==> config.mk <==
export PLATFORM = sky130hd
export DESIGN_NAME = rrs_ctrl
export DESIGN_NICKNAME = d
export VERILOG_FILES = /design/src/hdl/rrs_pkg.sv /design/src/hdl/rrs_ctrl.sv
export SDC_FILE = /design/constraint.sdc
export NUM_CORES = 1
export LEC_CHECK = 0
export ABC_AREA = 1
export BUFFER_PORTS_ARGS = -buffer_cell sky130_fd_sc_hd__buf_2
export CELL_PAD_IN_SITES_DETAIL_PLACEMENT = 1
export CELL_PAD_IN_SITES_GLOBAL_PLACEMENT = 1
export CORE_AREA = 3 3 40 42
export CTS_CLUSTER_SIZE = 28
export DETAILED_ROUTE_END_ITERATION = 12
export DIE_AREA = 0 0 43 45
export PLACE_DENSITY_LB_ADDON = 0.12
export SLEW_MARGIN = 20
export SYNTH_ARGS = -nofsm -noshare
export SYNTH_HDL_FRONTEND = slang
export SYNTH_SLANG_ARGS = --single-unit
==> constraint.sdc <==
create_clock -name clk -period 1.4 [get_ports clk]
set_input_delay 0.21 -clock clk [delete_from_list [all_inputs] [get_ports clk]]
set_output_delay 0.21 -clock clk [all_outputs]
set_load 0.01 [all_outputs]
==> src/hdl/rrs_pkg.sv <==
// rrs_pkg: shared types and constants for the round robin cpu scheduler
// no dependencies
package rrs_pkg;
    localparam int MAX_PROCS  = 64;
    localparam int TIME_BITS  = 16;
    localparam int IDX_BITS   = $clog2(MAX_PROCS);
    localparam int CNT_BITS   = IDX_BITS + 1;
    localparam int PID_BITS   = 7;
    localparam int Q_BITS     = 16;
    localparam int PC_BITS    = 7;
    localparam logic [TIME_BITS-1:0] TMAX = {TIME_BITS{1'b1}};

    localparam logic CMD_LOAD = 1'b0;
    localparam logic CMD_TICK = 1'b1;

    localparam logic REG_QUANTUM = 1'b0;
    localparam logic REG_PCOUNT  = 1'b1;

    // controller to datapath commands
    typedef struct packed {
        logic load;      // write tables from input item
        logic scan_init; // latch time, clear scan index
        logic scan_rd;   // issue arrival read for scan index
        logic scan_chk;  // compare arrival read data, maybe push
        logic disp_rd;   // pop head, read tables
        logic exec;      // run one unit and emit result
    } rrs_cmd_t;

    typedef struct packed {
        logic scan_last; // scan index reached active count, or time has saturated
    } rrs_sts_t;
endpackage

==> src/hdl/rrs_ctrl.sv <==
// rrs_ctrl: sequencing state machine of the scheduler
// depends on rrs_pkg
module rrs_ctrl (
    input  logic            clk,
    input  logic            rst_n,
    input  logic            start,
    input  logic            command,
    input  rrs_pkg::rrs_sts_t sts,
    output logic            busy,
    output rrs_pkg::rrs_cmd_t cmd
);
    import rrs_pkg::*;

    typedef enum logic [4:0] {
        S_IDLE = 5'b00001,
        S_RD   = 5'b00010,
        S_CHK  = 5'b00100,
        S_DISP = 5'b01000,
        S_EXEC = 5'b10000
    } state_t;

    state_t state_reg, state_next;

    always_ff @(posedge clk or negedge rst_n)
    begin
        if (!rst_n)
            state_reg <= S_IDLE;
        else
            state_reg <= state_next;
    end

    always_comb
    begin
        state_next = state_reg;
        cmd = '0;
        unique case (state_reg)
            S_IDLE:
            begin
                if (start)
                begin
                    if (command == CMD_LOAD)
                        cmd.load = 1'b1;
                    else
                    begin
                        cmd.scan_init = 1'b1;
                        state_next = S_RD;
                    end
                end
            end
            S_RD:
            begin
                // scan end cycle lets the ring head read settle
                if (sts.scan_last)
                    state_next = S_DISP;
                else
                begin
                    cmd.scan_rd = 1'b1;
                    state_next = S_CHK;
                end
            end
            S_CHK:
            begin
                cmd.scan_chk = 1'b1;
                state_next = S_RD;
            end
            S_DISP:
            begin
                cmd.disp_rd = 1'b1;
                state_next = S_EXEC;
            end
            S_EXEC:
            begin
                cmd.exec = 1'b1;
                state_next = S_IDLE;
            end
            default: state_next = S_IDLE;
        endcase
    end

    assign busy = (state_reg != S_IDLE);
endmodule

Word-level counts from Yosys, hierarchy flattened
Cells that the tools add are included.
{"block": "word_totals", "rom_bits": 0, "output_inout_bits": 7, "register_bits": 5, "latchBits": 0, "mem_bits_rw": 0, "memories": 0, "wordCells": 23, "input_bits": 5}
{"block": "op_classes", "n_reduce_logical": 1, "n_lt_le_gt_ge": 0, "n_eq_ne": 8, "n_bitwise": 0, "mux": 13, "shift": 0, "mul": 0, "add_sub_neg": 0, "n_div": 0}
{"operator": "one-hot mux 5 bit (4 select lines)", "n": 1}
{"operator": "two-way mux 5 bit", "n": 2}
{"operator": "two-way mux 1 bit", "n": 7}
{"operator": "equality test 5 x 1 -> 1 bit, second input constant", "n": 1}
{"operator": "equality test 5 x 2 -> 1 bit, second input constant", "n": 1}
{"operator": "equality test 5 x 3 -> 1 bit, second input constant", "n": 1}
{"operator": "equality test 5 x 4 -> 1 bit, second input constant", "n": 1}
{"operator": "equality test 5 bit, second input constant", "n": 1}
{"operator": "inequality test 5 x 1 -> 1 bit, second input constant", "n": 1}
{"operator": "two-way mux 2 bit", "n": 2}
{"operator": "two-way mux 4 bit", "n": 1}
{"operator": "inequality test 2 bit, second input constant", "n": 2}
{"operator": "AND reduction 2 bit", "n": 1}

Logic depth before layout (Yosys ltp)
Gate-level depths: netlist (run 1).
{"block": "logic_depth", "word_depth": 3, "depth_mapped": 7, "mapped_depth_nobuf": 7}

Worst setup path before layout (run 1)
OpenSTA, ideal clock, no wires.
{"block": "synth_timing", "path_kind": "register to output", "start": "reg state_reg[0]", "end": "out cmd[5] in the netlist's numbering", "required_time_ns": 1.190, "t_arrival_ns": 1.118, "path_slack_ns": 0.072, "path_stages_with_launch": 5, "n_path_buf": 0, "cell_sequence": "dfstp_2 -> inv_1 -> nor2_2 -> nand3_2 -> nor3b_1"}
{"element": "start: declaration", "line": "rrs_ctrl.sv:22", "text": "state_t state_reg, state_next;"}
{"element": "start signal: assignment", "line": "rrs_ctrl.sv:29", "text": "state_reg <= state_next;"}
{"element": "end: declaration", "line": "rrs_ctrl.sv:10", "text": "output rrs_pkg::rrs_cmd_t cmd"}

==> results of run 1 <==
==> cell usage after synthesis <==
library cell | instances | area, µm²
nor3_1 | 1 | 5.00
nand3_1 | 3 | 15.0
nor3b_1 | 1 | 7.51
nand3_2 | 1 | 10.0
dfrtp_1 | 4 | 100
dfstp_2 | 1 | 26.3
inv_1 | 10 | 37.5
buf_4 | 1 | 7.51
nand4_1 | 1 | 6.26
nor2_2 | 3 | 18.8
nor2_1 | 9 | 33.8
nand2_1 | 4 | 15.0
==> layer usage <==
metal / part of all wire, % / up-vias / GRT usage (%)
met5: 0 / - / 0
met4: 1.2 / 0 / 8.43
met1: 37 / 160 / 10.2
met2: 57 / 7 / 21.3
met3: 4.6 / 2 / 4.38
li1: - / 174 / -
==> power by group through the flow <==
stage / registers (mW) / logic [mW] / clock network [mW]
4_1_cts: 0.229 / 0.544 / 0.175
6_report: 0.234 / 0.641 / 0.167
2_1_floorplan: 0.217 / 0.211 / 0
5_1_grt: 0.238 / 0.720 / 0.178
3_5_place_dp: 0.222 / 0.293 / 0
3_3_place_gp: 0.220 / 0.278 / 0
==> cell families after synthesis <==
family / Yosys count
buf+inv: 11
flops: 5
simple gates: 23
==> per-stage QoR <==
| stage | util, % | hold WS (ps) | cells | setup TNS (ps) | power [mW] |
|---|---|---|---|---|---|
| 2_1_floorplan | - | -85.6 | 39 | 0 | 0.428 |
| 3_3_place_gp | 27.2 | 27.7 | 64 | 0 | 0.497 |
| 3_5_place_dp | 27.2 | 31.2 | 64 | 0 | 0.516 |
| 4_1_cts | 39.3 | 139 | 81 | -429 | 0.949 |
| 5_1_grt | 42.7 | 144 | 83 | -1120 | 1.14 |
| 6_report | 42.7 | 142 | 83 | -427 | 1.04 |
==> layout make-up <==
| class | count | area (µm²) |
|---|---|---|
| Multi-Input combinational cell | 23 | 149 |
| Sequential cell | 5 | 126 |
| Timing Repair Buffer | 26 | 189 |
| Inverter | 10 | 40.0 |
| Clock buffer | 4 | 26.3 |
| Tap cell | 15 | 18.8 |
| Fill cell | 163 | 736 |
==> final timing paths <==
path	startpoint	endpoint	slack, ps	depth (start not counted)
worst max-delay path	state_reg[0]	cmd[5]	-130	5
worst min-delay path	sts	state_reg[2]	140	2
worst max register to register	state_reg[2]	state_reg[0]	0	10
worst min register to register	state_reg[4]	state_reg[4]	660	4
max in group asynchronous	rst_n	state_reg[0]	880	2
min in group asynchronous	rst_n	state_reg[4]	310	2
==> critical path: stages (launching register included) <==
cell	delay [ps]
dfstp_2	540
inv_2	50
nor2_4	110
nand3_4	90
nor3b_2	150
buf_2	150
==> repair_timing <==
| item | in CTS | in global routing |
|---|---|---|
| setup buffers | 12 | 6 |
| setup endpoints to repair | 6 | 9 |
| hold buffers | 1 | 0 |
| hold endpoints to repair | 5 | 0 |
| gates resized for setup | 11 | 8 |
| pin swaps | 4 | 5 |
==> flow_summary_export.csv, run 1 <==
group,metric,value,unit
run_status,status,"finished, violations left",
run_status,violations,"setup timing",
final_layout,largest_register_ffs,5,
clocking,cts-root-buf,"clkbuf_4",
final_layout,syn2layout_area_growth,94.2,%
clocking,numCtsBuffers,3,
detailed_routing,dr.pass1.iters,4,
placed_design,place_area,349,µm²
die,fp-row-count,13,
critical_path,path_class,"flop to output pin",
placed_design,gp_congestion,0.651,
power_and_ir_drop,ir_drop,0.601,mV
critical_path,setup.worst_path.start_class,"flop",
die,die_w,43,µm
detailed_routing,drc_errors,0,
sta,fin_ws,-134,ps
detailed_routing,drt-total-wl,950,µm
power_and_ir_drop,pwr_density_cell,1900,nW/µm²
sta,hold_viol_final,0,
detailed_routing,routedWlPerCell,11.4,µm
synth,synthesis.nets,44,
clocking,cts_sinks,5,
final_layout,num-nets-final,74,
synth,synthDistinctLibCells,12,
power_and_ir_drop,swShare,37.6,%
synth,postSynthCellCount,39,
die,ios,12,
power_and_ir_drop,clkPwrFrac,16.0,%
min_path,hold_path_class,"input pin to flop",
grt,grt_max_degree,7,
synth,yosysWarnings,0,
sta,max_freq,652,MHz
clocking,clkLatencyLatePin,240,ps
sta,grt_setup_unrepaired,"yes",
synth,synthMuxAreaShare,0,%
sta,maxSlewViolCount,0,
die,die_y,45,µm
synth,synth_compound_area_share,0,%
detailed_routing,ant_nets,0,
power_and_ir_drop,p_int,0.650,mW
power_and_ir_drop,power_switching,0.392,mW
job,drv_cap,0,
sta,setup_viol,6,
clocking,htreeDepth,1,
critical_path,critPathCaptureType,"output pin",
placed_design,portBuffers,11,
critical_path,cp.arrival,1320,ps
sta,final.setup_skew,1.75,ps
power_and_ir_drop,seq_power_share,22.5,%
synth,synth_seq_area_share,44.7,%
detailed_routing,via_per_inst,4.13,
power_and_ir_drop,p_leak,0.312,nW
sta,tightest_slew,167,ps
critical_path,crit_fanout,4,
final_layout,final_common_cell,"buf_2",
grt,grt_pass1_wl,1570,µm
clocking,clock_path_buffers,2,
synth,synthAdderAreaFrac,0,%
final_layout,final_area,549,µm²
grt,grt_util_all_layers,11.5,%
sta,fin_crit,1530,ps
power_and_ir_drop,comb_power_share,61.5,%
synth,synth_xor_area_share,0,%
detailed_routing,drtIter0Drc,2,
synth,netlist_area,283,µm²
clocking,cts_tree,"done",
die,initial_core_util,22.0,%
final_layout,mostFrequentLayoutCells,"buf_2, buf_4, nor2_1",
synth,avgSynthCellArea,7.25,µm²
grt,antenna_found_initial,0,
final_layout,drive_gt1_share,61.8,%
placed_design,pre_cts_ws,86.6,ps
grt,grt_overflow,0,
detailed_routing,routed-via-count,343,
die,dieArea,1940,µm²
critical_path,critical_path_required,1190,ps
synth,ys_ff_latch,5,
synth,synth-simple-area-share,39.4,%
sta,final.period_utilization,110,%
clocking,clkTransAtPathRegs,40,ps
sta,slew_headroom,88.8,%
synth,synth_top_family_by_area,"simple AND/OR/NAND/NOR gates",
placed_design,dp_hpwl,604,µm
grt,grt_pass1_vias,381,
die,core_area,1280,µm²
final_layout,diodes,0,
(Power assumes the default switching activity.)
==> run 2: changes to the inputs <==
BUFFER_PORTS_ARGS = default   (was -buffer_cell sky130_fd_sc_hd__buf_2)
DONT_BUFFER_PORTS = 1   (was default)
==> flow_summary_export.csv, run 2 (same netlist as run 1, synthesis figures left out) <==
group,metric,value,unit
run_status,status,"finished, violations left",
run_status,violations,"setup timing",
detailed_routing,route.met2.wl,541,µm
critical_path,cp.arrival,1320,ps
detailed_routing,drtIter0Drc,2,
sta,hold_ws,38.3,ps
grt,grt_pass1_vias,338,
power_and_ir_drop,clkPwrFrac,15.8,%
die,initial_core_util,22.0,%
clocking,cts_tree,"done",
critical_path,cp-startpoint,"state_reg[0]",
sta,tightest_slew,242,ps
die,die_w,43,µm
grt,grt_pass1_wl,1450,µm
power_and_ir_drop,seq_power_share,22.7,%
placed_design,gp_congestion,0.619,
sta,hold_viol_final,0,
detailed_routing,via_per_inst,4.20,
power_and_ir_drop,p_int,0.625,mW
detailed_routing,routed-via-count,290,
grt,antenna_found_initial,0,
critical_path,critPathCaptureType,"output pin",
die,fp-row-count,13,
power_and_ir_drop,pwr_density_cell,2160,nW/µm²
critical_path,critPathBufInv,2,
sta,fin_ws,-127,ps
sta,slew_headroom,83.8,%
critical_path,reg2reg_to,"state_reg[0]",
critical_path,r2r.worst_path.cells,11,
critical_path,crit_path_top_delay_cell,"dfstp_2",
die,dieArea,1940,µm²
detailed_routing,ant_nets,0,
detailed_routing,drt-total-wl,883,µm
placed_design,portBuffers,0,
detailed_routing,routedWlPerCell,12.8,µm
critical_path,worstSetupPathDepth,5,
final_layout,largest_register_ffs,5,
critical_path,path_cells,"inv_2, nor2_4, nand3_4, nor3b_2, buf_4",
final_layout,mostFrequentLayoutCells,"buf_4, inv_1, nor2_1",
power_and_ir_drop,power_switching,0.390,mW
power_and_ir_drop,comb_power_share,61.5,%
detailed_routing,drc_errors,0,
detailed_routing,drt-met1-wl,322,µm
critical_path,critical_path.endpoint,"cmd[5]",
placed_design,placed_cells,55,
clocking,clkTransAtPathRegs,40,ps
power_and_ir_drop,swShare,38.4,%
critical_path,ff2ff_setup_slack,-80,ps
sta,fin_crit,1530,ps
power_and_ir_drop,ir_drop,0.606,mV
final_layout,num-nets-final,60,
clocking,clock_path_buffers,2,
clocking,numCtsBuffers,3,
sta,maxSlewViolCount,0,
job,drv_cap,0,
detailed_routing,dr.pass1.iters,2,
power_and_ir_drop,p_leak,0.244,nW
power_and_ir_drop,finalPower,1.02,mW
grt,grt_overflow,0,
detailed_routing,route.met3.wl,18,µm
sta,tns,-519,ps
final_layout,final_common_cell,"buf_4",
clocking,cts-root-buf,"clkbuf_4",
die,ios,12,
sta,grt_setup_unrepaired,"yes",
die,core_area,1280,µm²
clocking,clkLatencyLatePin,240,ps
final_layout,syn2layout_area_growth,66.4,%
sta,final.setup_skew,1.01,ps
final_layout,drive_gt1_share,50.0,%
clocking,htreeDepth,1,
detailed_routing,maxUsedRoutingLayer,"met3",
grt,grt_max_degree,7,
die,die_y,45,µm
critical_path,critical_path_required,1190,ps
final_layout,diodes,0,
critical_path,path_delay_family,"flip-flops",
critical_path,setup.worst_path.start_class,"flop",
clocking,cts_sinks,5,
sta,max_freq,655,MHz
sta,final.period_utilization,109,%
sta,setup_viol,6,
critical_path,path_class,"flop to output pin",
final_layout,final_area,470,µm²
min_path,hold_path_class,"input pin to flop",
critical_path,r2r-start,"state_reg[0]",
placed_design,place_area,309,µm²
placed_design,dp_hpwl,523,µm
critical_path,crit_fanout,3,
grt,grt_util_all_layers,10.9,%
final_layout,layoutNonFillerInstCount,69,
critical_path,slowest_delay,530,ps
run 2: cell types whose count changed in the layout (fill, tap and decap cells not counted), sizes merged:
| cell | before | now |
|---|---|---|
| buf | 25 | 11 |
run 2: how the worst min path moves through the flow:
stage	from	end	slack [ps]	cells after the start
floorplan	rst_n	state_reg[1]	-90	0
global placement	rst_n	state_reg[4]	-90	0
detailed placement	rst_n	state_reg[2]	-90	0
CTS	sts	state_reg[2]	30	1
global route	sts	state_reg[2]	40	1
finish	sts	state_reg[2]	40	1
run 2: layout make-up:
cell class,count,area (µm²)
fill,153,815
multi-input combinational,23,161
sequential,5,126
timing repair buffer,12,100
inverter,10,37.5
clock buffer,4,26.3
tap,15,18.8
run 2: what timing repair did:
item                                   4_1_cts  5_1_grt
setup endpoints to repair                    5        7
pin swaps                                    5        2
cloned                                       0        0
resized for setup                           12        4
setup buffers                                9        1
hold buffers                                 1        0
endpoints found under the hold margin        5        0
run 2: worst register-to-register path, cell delays in order, from the launching register on:
cell and delay (ps):
dfstp_2 530, inv_2 50, nor2_4 110, buf_4 130
buf_6 80, buf_4 90, buf_4 90, buf_4 90
nand4_1 70, nand2_1 100, nand2_1 50, inv_1 50
run 2: through the flow:
step | util, % | setup WS [ps]
finish | 36.6 | -127
global route | 36.6 | -227
CTS | 35.0 | -130
detailed placement | 24.1 | 59.0
global placement | 24.1 | 96.6
floorplan | - | 71.7
run 2: power by group through the flow:
stage	Clock, mW	Combinational, mW	Sequential, mW
final	0.160	0.625	0.231
after floorplan	0	0.211	0.217
after global routing	0.182	0.690	0.236
after global placement	0	0.273	0.221
after CTS	0.171	0.553	0.231
after detailed placement	0	0.283	0.223
run 2: routing by layer:
layer	up-vias	track usage, %
li1	144	-
met4	0	9.04
met1	141	9.54
met2	5	21.9
met3	0	1.20
met5	-	0
